File: config.mk
export PLATFORM = sky130hd
export DESIGN_NAME = uart_tx_rx_ring_buffers_unit
export DESIGN_NICKNAME = d
export VERILOG_FILES = /design/src/hdl/utrb_pkg.sv /design/src/hdl/uart_tx_rx_ring_buffers_unit.sv /design/src/hdl/utrb_ram.sv /design/src/hdl/utrb_ctrl.sv
export SDC_FILE = /design/constraint.sdc
export NUM_CORES = 2
export LEC_CHECK = 0
export BUFFER_PORTS_ARGS = -buffer_cell sky130_fd_sc_hd__buf_4
export CELL_PAD_IN_SITES_DETAIL_PLACEMENT = 2
export CELL_PAD_IN_SITES_GLOBAL_PLACEMENT = 2
export CORE_ASPECT_RATIO = 0.5
export CORE_MARGIN = 2
export CORE_UTILIZATION = 33
export CTS_BUF_LIST = sky130_fd_sc_hd__clkbuf_16
export DETAILED_ROUTE_END_ITERATION = 6
export MAX_ROUTING_LAYER = met4
export PLACE_DENSITY = 0.53
export SYNTH_ARGS = -nofsm -noshare
export SYNTH_HDL_FRONTEND = slang
export SYNTH_SLANG_ARGS = --single-unit
File: constraint.sdc
create_clock -name clk -period 5.49 [get_ports clk]
set_clock_uncertainty 0.2 [all_clocks]
set_input_delay 0.549 -clock clk [delete_from_list [all_inputs] [get_ports clk]]
set_output_delay 0.549 -clock clk [all_outputs]
set_load 0.02 [all_outputs]
File: src/hdl/utrb_pkg.sv
// Package for the UART TX/RX ring buffer unit.
// Item types, ring geometry, request codes and internal control structs.
// No dependencies.
package utrb_pkg;

  localparam int TX_DEPTH = 256;
  localparam int RX_DEPTH = 128;
  localparam int TX_AW    = $clog2(TX_DEPTH);
  localparam int RX_AW    = $clog2(RX_DEPTH);

  localparam logic [1:0] REQ_WRITE = 2'd0;
  localparam logic [1:0] REQ_EVENT = 2'd1;
  localparam logic [1:0] REQ_READ  = 2'd2;

  typedef struct packed {
    logic [1:0] req_type;
    logic [7:0] data_byte;
    logic       rx_ready;
    logic       overrun;
    logic       tx_empty;
  } in_item_t;

  typedef struct packed {
    logic       write_accepted;
    logic       tx_valid;
    logic [7:0] tx_byte;
    logic       rx_dropped;
    logic       overrun_cleared;
    logic       rx_valid;
    logic [7:0] rx_byte;
    logic       rx_was_empty;
    logic       tx_irq_enabled;
    logic [7:0] tx_fill;
    logic [6:0] rx_fill;
  } out_item_t;

  // RAM accesses issued for one transfer
  typedef struct packed {
    logic             tx_we;
    logic [TX_AW-1:0] tx_waddr;
    logic [7:0]       tx_wdata;
    logic             tx_re;
    logic [TX_AW-1:0] tx_raddr;
    logic             rx_we;
    logic [RX_AW-1:0] rx_waddr;
    logic [7:0]       rx_wdata;
    logic             rx_re;
    logic [RX_AW-1:0] rx_raddr;
  } ram_op_t;

  // status of one item, waiting for its RAM read data
  typedef struct packed {
    logic       write_accepted;
    logic       tx_pop;
    logic       rx_dropped;
    logic       overrun_cleared;
    logic       rx_pop;
    logic       rx_valid;
    logic       rx_was_empty;
    logic       tx_irq;
    logic [7:0] tx_fill;
    logic [6:0] rx_fill;
  } stage_t;

endpackage

File: src/hdl/uart_tx_rx_ring_buffers_unit.sv
// Top level of the UART TX/RX ring buffer unit.
// Depends on utrb_pkg, utrb_ctrl and utrb_ram.
//
//  port group   direction  handshake            payload
//  in_*         input      in_valid / in_ready   utrb_pkg::in_item_t
//  out_*        output     out_valid / out_ready utrb_pkg::out_item_t
//  cfg_*        input      cfg_we                cfg_wdata (rx_deliver_enable)
//
// One transfer per cycle sustained while out_ready stays high.
// Ring state is decided at input transfer, the RAM read completes in the middle
// stage, and the result register holds the item until out_ready.
// Reset is synchronous and clears the pointers, the enable and both stages;
// ring RAM contents need no clearing.
// A stall on out_ready backs up through the middle stage to in_ready.
module uart_tx_rx_ring_buffers_unit (
  input  logic                clk,
  input  logic                rst_n,
  input  logic                in_valid,
  output logic                in_ready,
  input  utrb_pkg::in_item_t  in_data,
  output logic                out_valid,
  input  logic                out_ready,
  output utrb_pkg::out_item_t out_data,
  input  logic                cfg_we,
  input  logic                cfg_wdata
);

  utrb_pkg::ram_op_t ram_op;
  utrb_pkg::stage_t  status;
  utrb_pkg::stage_t  s1_r;
  logic              s1_valid_r;
  logic              s1_adv;
  logic              accept;
  logic              deliver_en_r;
  logic [7:0]        tx_rdata, rx_rdata;
  utrb_pkg::out_item_t out_nxt;
  utrb_pkg::out_item_t out_r;
  logic              out_valid_r;

  assign s1_adv   = s1_valid_r && (!out_valid_r || out_ready);
  assign in_ready = !s1_valid_r || s1_adv;
  assign accept   = in_valid && in_ready;

  always_ff @(posedge clk) begin
    if (!rst_n) begin
      deliver_en_r <= 1'b0;
    end else if (cfg_we) begin
      deliver_en_r <= cfg_wdata;
    end
  end

  utrb_ctrl u_ctrl (
    .clk        (clk),
    .rst_n      (rst_n),
    .accept     (accept),
    .req        (in_data),
    .deliver_en (deliver_en_r),
    .ram_op     (ram_op),
    .status     (status)
  );

  utrb_ram #(.WIDTH(8), .DEPTH(utrb_pkg::TX_DEPTH)) u_tx_ram (
    .clk   (clk),
    .we    (ram_op.tx_we),
    .waddr (ram_op.tx_waddr),
    .wdata (ram_op.tx_wdata),
    .re    (ram_op.tx_re),
    .raddr (ram_op.tx_raddr),
    .rdata (tx_rdata)
  );

  utrb_ram #(.WIDTH(8), .DEPTH(utrb_pkg::RX_DEPTH)) u_rx_ram (
    .clk   (clk),
    .we    (ram_op.rx_we),
    .waddr (ram_op.rx_waddr),
    .wdata (ram_op.rx_wdata),
    .re    (ram_op.rx_re),
    .raddr (ram_op.rx_raddr),
    .rdata (rx_rdata)
  );

  // middle stage: read data only changes on a new transfer, so it holds during a stall
  always_ff @(posedge clk) begin
    if (!rst_n) begin
      s1_valid_r <= 1'b0;
    end else if (in_ready) begin
      s1_valid_r <= in_valid;
    end
  end

  always_ff @(posedge clk) begin
    if (accept) begin
      s1_r <= status;
    end
  end

  always_comb begin
    out_nxt.write_accepted  = s1_r.write_accepted;
    out_nxt.tx_valid        = s1_r.tx_pop;
    out_nxt.tx_byte         = s1_r.tx_pop ? tx_rdata : 8'd0;
    out_nxt.rx_dropped      = s1_r.rx_dropped;
    out_nxt.overrun_cleared = s1_r.overrun_cleared;
    out_nxt.rx_valid        = s1_r.rx_valid;
    out_nxt.rx_byte         = s1_r.rx_pop ? rx_rdata : 8'd0;
    out_nxt.rx_was_empty    = s1_r.rx_was_empty;
    out_nxt.tx_irq_enabled  = s1_r.tx_irq;
    out_nxt.tx_fill         = s1_r.tx_fill;
    out_nxt.rx_fill         = s1_r.rx_fill;
  end

  always_ff @(posedge clk) begin
    if (!rst_n) begin
      out_valid_r <= 1'b0;
    end else if (s1_adv) begin
      out_valid_r <= 1'b1;
    end else if (out_ready) begin
      out_valid_r <= 1'b0;
    end
  end

  always_ff @(posedge clk) begin
    if (s1_adv) begin
      out_r <= out_nxt;
    end
  end

  assign out_valid = out_valid_r;
  assign out_data  = out_r;

`ifndef ASSERT_OFF
  a_write_sets_irq: assert property (@(posedge clk) disable iff (!rst_n)
    out_valid && out_data.write_accepted |-> out_data.tx_irq_enabled)
    else $error("accepted write without transmit interrupt enable");

  a_empty_read_fill: assert property (@(posedge clk) disable iff (!rst_n)
    out_valid && out_data.rx_was_empty |-> out_data.rx_fill == 7'd0)
    else $error("rx ring reported empty with nonzero fill");

  a_tx_byte_zero: assert property (@(posedge clk) disable iff (!rst_n)
    out_valid && !out_data.tx_valid |-> out_data.tx_byte == 8'd0)
    else $error("tx_byte nonzero without tx_valid");

  a_mid_stage_holds: assert property (@(posedge clk) disable iff (!rst_n)
    s1_valid_r && !s1_adv |=> s1_valid_r && $stable(s1_r))
    else $error("middle stage lost or changed a stalled item");
`endif

endmodule

File: src/hdl/utrb_ram.sv
// Generic single-port-write, single-port-read RAM with registered read.
// No dependencies.
module utrb_ram #(
  parameter int WIDTH = 8,
  parameter int DEPTH = 256
) (
  input  logic                     clk,
  input  logic                     we,
  input  logic [$clog2(DEPTH)-1:0] waddr,
  input  logic [WIDTH-1:0]         wdata,
  input  logic                     re,
  input  logic [$clog2(DEPTH)-1:0] raddr,
  output logic [WIDTH-1:0]         rdata
);

  logic [WIDTH-1:0] mem_r [DEPTH];

  always_ff @(posedge clk) begin
    if (we) begin
      mem_r[waddr] <= wdata;
    end
    if (re) begin
      rdata <= mem_r[raddr];
    end
  end

endmodule

File: src/hdl/utrb_ctrl.sv
// Ring pointer and interrupt-enable control for the TX and RX rings.
// Decides each transfer in one pass; depends on utrb_pkg.
module utrb_ctrl (
  input  logic              clk,
  input  logic              rst_n,
  input  logic              accept,
  input  utrb_pkg::in_item_t req,
  input  logic              deliver_en,
  output utrb_pkg::ram_op_t ram_op,
  output utrb_pkg::stage_t  status
);

  logic [utrb_pkg::TX_AW-1:0] tx_wp_r, tx_rp_r, tx_wp_nxt, tx_rp_nxt, tx_wp_inc, tx_rp_inc;
  logic [utrb_pkg::RX_AW-1:0] rx_wp_r, rx_rp_r, rx_wp_nxt, rx_rp_nxt, rx_wp_inc, rx_rp_inc;
  logic                       tx_irq_r, tx_irq_nxt;

  assign tx_wp_inc = tx_wp_r + 1'b1;
  assign tx_rp_inc = tx_rp_r + 1'b1;
  assign rx_wp_inc = rx_wp_r + 1'b1;
  assign rx_rp_inc = rx_rp_r + 1'b1;

  always_comb begin
    tx_wp_nxt  = tx_wp_r;
    tx_rp_nxt  = tx_rp_r;
    rx_wp_nxt  = rx_wp_r;
    rx_rp_nxt  = rx_rp_r;
    tx_irq_nxt = tx_irq_r;
    status     = '0;

    ram_op          = '0;
    ram_op.tx_waddr = tx_wp_r;
    ram_op.tx_wdata = req.data_byte;
    ram_op.tx_raddr = tx_rp_r;
    ram_op.rx_waddr = rx_wp_r;
    ram_op.rx_wdata = req.data_byte;
    ram_op.rx_raddr = rx_rp_r;

    unique case (req.req_type)
      utrb_pkg::REQ_WRITE: begin
        // one slot stays empty: full when the next write slot is the read slot
        if (tx_wp_inc != tx_rp_r) begin
          ram_op.tx_we          = 1'b1;
          tx_wp_nxt             = tx_wp_inc;
          tx_irq_nxt            = 1'b1;
          status.write_accepted = 1'b1;
        end
      end
      utrb_pkg::REQ_EVENT: begin
        if (req.rx_ready) begin
          if (rx_wp_inc != rx_rp_r) begin
            ram_op.rx_we = 1'b1;
            rx_wp_nxt    = rx_wp_inc;
          end else begin
            status.rx_dropped = 1'b1;
          end
        end else if (req.overrun) begin
          status.overrun_cleared = 1'b1;
        end
        if (tx_irq_r && req.tx_empty) begin
          if (tx_rp_r != tx_wp_r) begin
            ram_op.tx_re  = 1'b1;
            status.tx_pop = 1'b1;
            tx_rp_nxt     = tx_rp_inc;
          end
          if (tx_rp_nxt == tx_wp_r) begin
            tx_irq_nxt = 1'b0;
          end
        end
      end
      utrb_pkg::REQ_READ: begin
        if (rx_rp_r == rx_wp_r) begin
          status.rx_was_empty = 1'b1;
        end else begin
          ram_op.rx_re    = 1'b1;
          status.rx_pop   = 1'b1;
          status.rx_valid = deliver_en;
          rx_rp_nxt       = rx_rp_inc;
        end
      end
      default: begin
      end
    endcase

    status.tx_irq  = tx_irq_nxt;
    status.tx_fill = 8'(tx_wp_nxt - tx_rp_nxt);
    status.rx_fill = 7'(rx_wp_nxt - rx_rp_nxt);

    if (!accept) begin
      ram_op.tx_we = 1'b0;
      ram_op.tx_re = 1'b0;
      ram_op.rx_we = 1'b0;
      ram_op.rx_re = 1'b0;
    end
  end

  always_ff @(posedge clk) begin
    if (!rst_n) begin
      tx_wp_r  <= '0;
      tx_rp_r  <= '0;
      rx_wp_r  <= '0;
      rx_rp_r  <= '0;
      tx_irq_r <= 1'b0;
    end else if (accept) begin
      tx_wp_r  <= tx_wp_nxt;
      tx_rp_r  <= tx_rp_nxt;
      rx_wp_r  <= rx_wp_nxt;
      rx_rp_r  <= rx_rp_nxt;
      tx_irq_r <= tx_irq_nxt;
    end
  end

endmodule
## Yosys cells after proc, flatten, opt, wreduce, memory -nomap -nowiden

Memories as Yosys holds them, arrays and structs flattened. A register that Yosys moved wholly into a read port is not among the register bits.
Index checks and enable logic that the tools add are counted.

| word-level totals | value |
|---|---|
| register bits after elaboration | 95 |
| latch bits | 0 |
| memory bits (writable) | 3072 |
| bits in read-only memories | 0 |
| bits of input ports | 19 |
| output and inout bits | 40 |
| memories | 2 |

Memory list:

| memory | depth | width | rd ports | clocked after Yosys merged registers in | wr ports | RTL line | source |
|---|---|---|---|---|---|---|---|
| u_tx_ram.mem_r | 256 | 8 | 1 | 1 | 1 | utrb_ram.sv:16 | `logic [WIDTH-1:0] mem_r [DEPTH];` |
| u_rx_ram.mem_r | 128 | 8 | 1 | 1 | 1 | utrb_ram.sv:16 |  |

| cells by class | value |
|---|---|
| $add $sub $neg | 6 |
| multiply operators | 0 |
| div/mod/pow operators | 0 |
| $lt $le $gt $ge | 0 |
| eq/ne operators | 7 |
| shift operators | 0 |
| mux-type cells | 40 |
| bitwise operators | 2 |
| reductions and logical operators | 12 |

Operators by type and width:

| cell | count |
|---|---|
| 8-bit two-way mux | 7 |
| 7-bit two-way mux | 5 |
| 1-bit two-way mux | 26 |
| 8-bit by 1-bit adder with 8-bit output (second input constant) | 2 |
| 8-bit inequality test | 2 |
| 7-bit by 1-bit adder with 7-bit output (second input constant) | 2 |
| 8-bit == test | 1 |
| 8-bit subtractor | 1 |
| 7-bit == test | 1 |
| 7-bit inequality test | 1 |
| 7-bit subtractor | 1 |
| 2-bit OR reduction | 2 |
| 1-bit logical AND | 3 |
| 2-bit by 1-bit == test with 1-bit output (second input constant) | 1 |
| 2-bit == test (second input constant) | 1 |
| 1-bit zero test | 2 |
| 2-bit zero test | 1 |
| 1-bit logical OR | 2 |
| 2-bit two-way mux | 1 |
| 1-bit inverter | 2 |
| 1-bit one-hot mux with 2 select lines | 1 |
| 2-bit AND reduction | 1 |
| 2-bit nonzero test | 1 |

## Logic depth before layout (Yosys ltp)

| logic depth | value |
|---|---|
| depth in word-level cells | 8 |
| mapped depth | 18 |
| mapped depth without buffers | 16 |

## Hierarchy

From an unflattened synthesis, not the netlist that was laid out.

| unflattened totals | value |
|---|---|
| cell total of the unflattened synthesis | 5849 |
| area, all modules | 124617.0 um^2 |

Modules (own cells, without submodules):

| module | instances | cells each | area an instance (um^2) | seq. area each (um^2) |
|---|---|---|---|---|
| utrb_ram at u_tx_ram | 1 | 3733 | 79636.4 | 61739.2 |
| utrb_ram at u_rx_ram | 1 | 1635 | 39745.6 | 30989.7 |
| utrb_ctrl | 1 | 392 | 3173.0 | 620.6 |
| uart_tx_rx_ring_buffers_unit | 1 | 89 | 2062.0 | 1891.8 |

## Worst setup path after synthesis

No wires, ideal clock.

| path | value |
|---|---|
| path type | register -> register |
| start point | reg u_ctrl.tx_wp_r[1] (netlist name) |
| end point | reg s1_r (netlist bit out_nxt[14]), data pin |
| data arrival time | 3.826 ns |
| data required time | 5.032 ns |
| slack | 1.206 ns |
| cell stages (with the launch flop) | 18 |
| buffers on the path | 2 |
| path through | dfxtp_1 > ha_1 > buf_2 > nand3_1 > or3_1 > a2111o_1 > a311oi_4 > nor3_1 > buf_2 > o21ai_0 > ha_1 > nor2b_1 > o21ai_0 > a21boi_0 > o21ai_0 > a21oi_1 > xnor2_1 > xnor2_1 |

RTL lines:

| element | RTL line | source |
|---|---|---|
| from (decl) | utrb_ctrl.sv:13 | `logic [utrb_pkg::TX_AW-1:0] tx_wp_r, tx_rp_r, tx_wp_nxt, tx_rp_nxt, tx_wp_inc, tx_rp_inc;` |
| from (signal assigned) | utrb_ctrl.sv:104 | `tx_wp_r <= tx_wp_nxt;` |
| to (signal assigned) | uart_tx_rx_ring_buffers_unit.sv:93 | `s1_r <= status;` |
| to (decl) | uart_tx_rx_ring_buffers_unit.sv:30 | `utrb_pkg::stage_t s1_r;` |

==> impl_metrics.env <==
export IMPL_grt_util_met1_pct=29.9
export IMPL_min_period_over_period_pct=90.0
export IMPL_grt_pass1_vias=69000
export IMPL_nets=6665
export IMPL_setup_slack_ps=551
export IMPL_cts_buffers=316
export IMPL_cp_arrival_ps=5400
export IMPL_core_um2=379000
export IMPL_vias=64400
export IMPL_holdCritPathClass="reg -> reg"
export IMPL_cts_tree="done"
export IMPL_crit_path_start_kind="register"
export IMPL_htreeDepth=5
export IMPL_drc_errors=0
export IMPL_min_path_cells=0
export IMPL_die_x_um=876
export IMPL_drt_wl_total_mm=404
export IMPL_cp_required_ps=5950
export IMPL_yosysUniqueCellTypes=79
export IMPL_via_per_inst=5.38
export IMPL_synth_edf_count=3149
export IMPL_ant_nets=0
export IMPL_reg2reg_from="u_ctrl.tx_wp_r[1]$_SDFFE_PN0P_"
export IMPL_num_fill_cells=36000
export IMPL_async_reset_ff_share_pct=0
export IMPL_r2r_setup_slack_ps=550
export IMPL_clock_tree_buffer_depth=4
export IMPL_preCtsSetupSlack_ps=441
export IMPL_rsz0062_at_grt="false"
export IMPL_grt_met3_usage_pct=2.48
export IMPL_drt_iter0_drc=6260
export IMPL_fmax_mhz=202
export IMPL_synth_top_area_cell="edfxtp_1"
export IMPL_timing_final_crit_period_ps=4940
export IMPL_yosysWarnings=0
export IMPL_critPathMaxFanout=11
export IMPL_gp_congestion=0.828
export IMPL_clk_pin_slew_ps=70
export IMPL_synth_area_um2=125000
export IMPL_die_height_um=440
export IMPL_hold_path_end="out_data[3]$_DFFE_PP_"
export IMPL_post_cts_buffers=0
export IMPL_first_pass_iters=6
export IMPL_ys_top_cells_by_area="edfxtp_1 75%, mux4_2 12%, mux2i_1 3.4%"
export IMPL_ir_drop_mv=0.198
export IMPL_hold_ws_ps=222
export IMPL_syn_area_per_cell_um2=20.0
export IMPL_grt_max_degree=162
export IMPL_crit_type="reg -> reg"
export IMPL_start_util_pct=33.1
export IMPL_clock_sinks=3183
export IMPL_track_usage_pct=21.3
export IMPL_wl_per_cell_um=33.8
export IMPL_met2_usage_pct=34.0
export IMPL_tightest_slew_ps=1220
export IMPL_syn_nets=6313
export IMPL_slew_viol_final=0
export IMPL_synthToLayoutAreaGrowth_pct=14.5
export IMPL_reg2reg_depth=16
export IMPL_io_buffers=58
export IMPL_drv_cap=0
export IMPL_synth_seq_cells=3183
export IMPL_drive_above_1_share_pct=22.7
export IMPL_syn_inst=6272
export IMPL_cellPowerDensity_nw_per_um2=339
export IMPL_clock_latency_ps=910
export IMPL_dp_hpwl_mm=254
export IMPL_status="completed"
export IMPL_power_mw=48.7
export IMPL_grt_pass1_wl_mm=568
export IMPL_worst_r2r_endpoint="out_nxt[14]$_DFFE_PP_"
export IMPL_clockRootBuffer="clkbuf_16"
export IMPL_pin_count=59
export IMPL_critPathCaptureType="register"
export IMPL_yosys_most_used_dff="edfxtp_1"
export IMPL_final_area_um2=144000
export IMPL_antenna_found_initial=18
export IMPL_hold_viol=0
export IMPL_p_leak_nw=42.8
export IMPL_setup_violations=0
export IMPL_row_count=160
export IMPL_tns_ps=0
export IMPL_ys_seq_area_share_pct=75.9
export IMPL_startpoint="u_ctrl.tx_wp_r[1]$_SDFFE_PN0P_"
export IMPL_dieArea_um2=385000
export IMPL_grt_most_used_layer="met2"
export IMPL_dpl_cell_area_um2=134000
export IMPL_min_delay_start="out_nxt[3]$_DFFE_PP_"
export IMPL_slew_headroom_pct=18.2
export IMPL_grt_overflow=0
export IMPL_synth_top_area_share_pct=75.4
-- power by group --
group          switching (mW)  leakage [nW]  internal, mW
sequential             0.0247          28.6          26.7
clock                    9.49          5.06          11.7
combinational           0.617          9.13         0.134
-- cell type report --
cell class | count | area [um2] | share of cell area (%)
sequential | 3183 | 95300 | 66.3
multi-input combinational | 2683 | 28400 | 19.7
clock buffer | 325 | 8130 | 5.66
tap | 5103 | 6380 | 4.44
timing repair buffer | 417 | 3850 | 2.68
clock inverter | 230 | 1610 | 1.12
inverter | 23 | 88.8 | 0.0618
antenna | 4 | 10.0 | 0.00697
-- sequential cells by signal, indices dropped and copies added (netlist names) --
register	cells
out_nxt	22
u_ctrl.rx_rp_r	7
s1_valid_r	1
u_rx_ram.mem_r	1024
s1_r	1
u_tx_ram.mem_r	2048
out_data	38
out_valid	1
u_tx_ram.rdata	8
deliver_en_r	1
u_rx_ram.rdata	8
u_ctrl.tx_irq_r	1
u_ctrl.rx_wp_r	7
u_ctrl.tx_rp_r	8
u_ctrl.tx_wp_r	8
-- stage by stage --
step           utilization [%]  cells
6_report                  37.9  12000
3_5_place_dp              35.3  11400
2_1_floorplan                -   6272
5_1_grt                   37.9  12000
4_1_cts                   37.9  12000
3_3_place_gp              35.3  11400
-- synth_stat cells (10+ instances only) --
cell	number
a31oi_1	10
xnor2_1	55
ha_1	20
nor3_1	54
nor4_1	24
buf_1	50
o21ai_0	84
and3_1	14
a22oi_1	83
o221ai_1	31
xor2_1	20
buf_4	68
dfxtp_1	34
a211oi_1	31
edfxtp_1	3149
mux2i_1	420
o22ai_1	31
buf_2	88
mux4_2	641
nor2b_1	25
nand2_1	155
nor2_1	465
buf_6	16
and2_1	22
nand3_1	79
a221o_1	19
a21oi_1	115
o2111ai_1	11
o211ai_1	10
a221oi_1	73
nand3_4	10
inv_1	22
clkbuf_1	160
a22o_1	15
mux2_2	31
nand2b_1	15
-- routing by layer --
layer	part of all wire (%)	vias up
met2	48	1706
met4	2.2	0
met5	0	-
li1	-	26600
met1	45	35600
met3	4.7	486
-- what timing repair did --
| action | CTS | global route |
|---|---|---|
| hold buffers | 19 | 0 |
| endpoints found under the setup margin | 0 | 1 |
| resized for setup | 0 | 1 |
| hold endpoints to repair | 317 | 0 |
-- kinds of logic after synthesis --
logic type / after synthesis / synth area share, %
AO/OA/AOI/OAI: 575 / 3.23
XOR/XNOR: 75 / 0.524
AND/OR/NAND/NOR: 919 / 3.37
adder cells (fa/ha/maj): 22 / 0.231
flip-flops: 3183 / 75.9
multiplexers: 1092 / 15.1
buffers and inverters: 406 / 1.60
-- how the worst max path moves through the flow --
stage,end,slack [ps],cells after the start
floorplan,out_nxt[14]$_DFFE_PP_,1210,17
detailed placement,out_nxt[14]$_DFFE_PP_,440,16
CTS,out_nxt[14]$_DFFE_PP_,420,16
global route,out_nxt[14]$_DFFE_PP_,90,16
global placement,out_nxt[14]$_DFFE_PP_,330,16
finish,out_nxt[14]$_DFFE_PP_,550,16
-- worst max-delay path, stage by stage, from the launching register on --
cell and delay (ps):
dfxtp_1 520, ha_1 220, buf_4 210, nand3_1 140
or3_1 380, a2111o_1 460, a311oi_4 490, nor3_2 240
o21ai_1 280, ha_1 280, nor2b_1 120, o21ai_0 230
a21boi_0 170, o21ai_0 300, a21oi_1 140, xnor2_1 210
xnor2_1 80
-- placed cells by master, fill, tap and decap left out, types with 16 or more instances in the layout --
cell type / count
clkinv_2: 50
a211oi_1: 29
o22ai_1: 31
a22oi_1: 83
bufinv_16: 21
dfxtp_1: 23
a221oi_1: 73
buf_4: 340
nor2_1: 462
buf_12: 49
inv_1: 89
nand3_1: 79
o21ai_0: 83
nor3_1: 53
clkinv_1: 67
nor2b_1: 22
dlygate4sd3_1: 19
o221ai_1: 31
edfxtp_1: 3149
a221o_1: 19
mux4_2: 641
xnor2_1: 55
nor4_1: 16
and2_1: 20
clkbuf_16: 325
mux2_2: 31
nand2_1: 154
ha_1: 20
a21oi_1: 115
xor2_1: 20
mux2i_1: 420
Note: power is estimated with default switching activity, not from simulation.
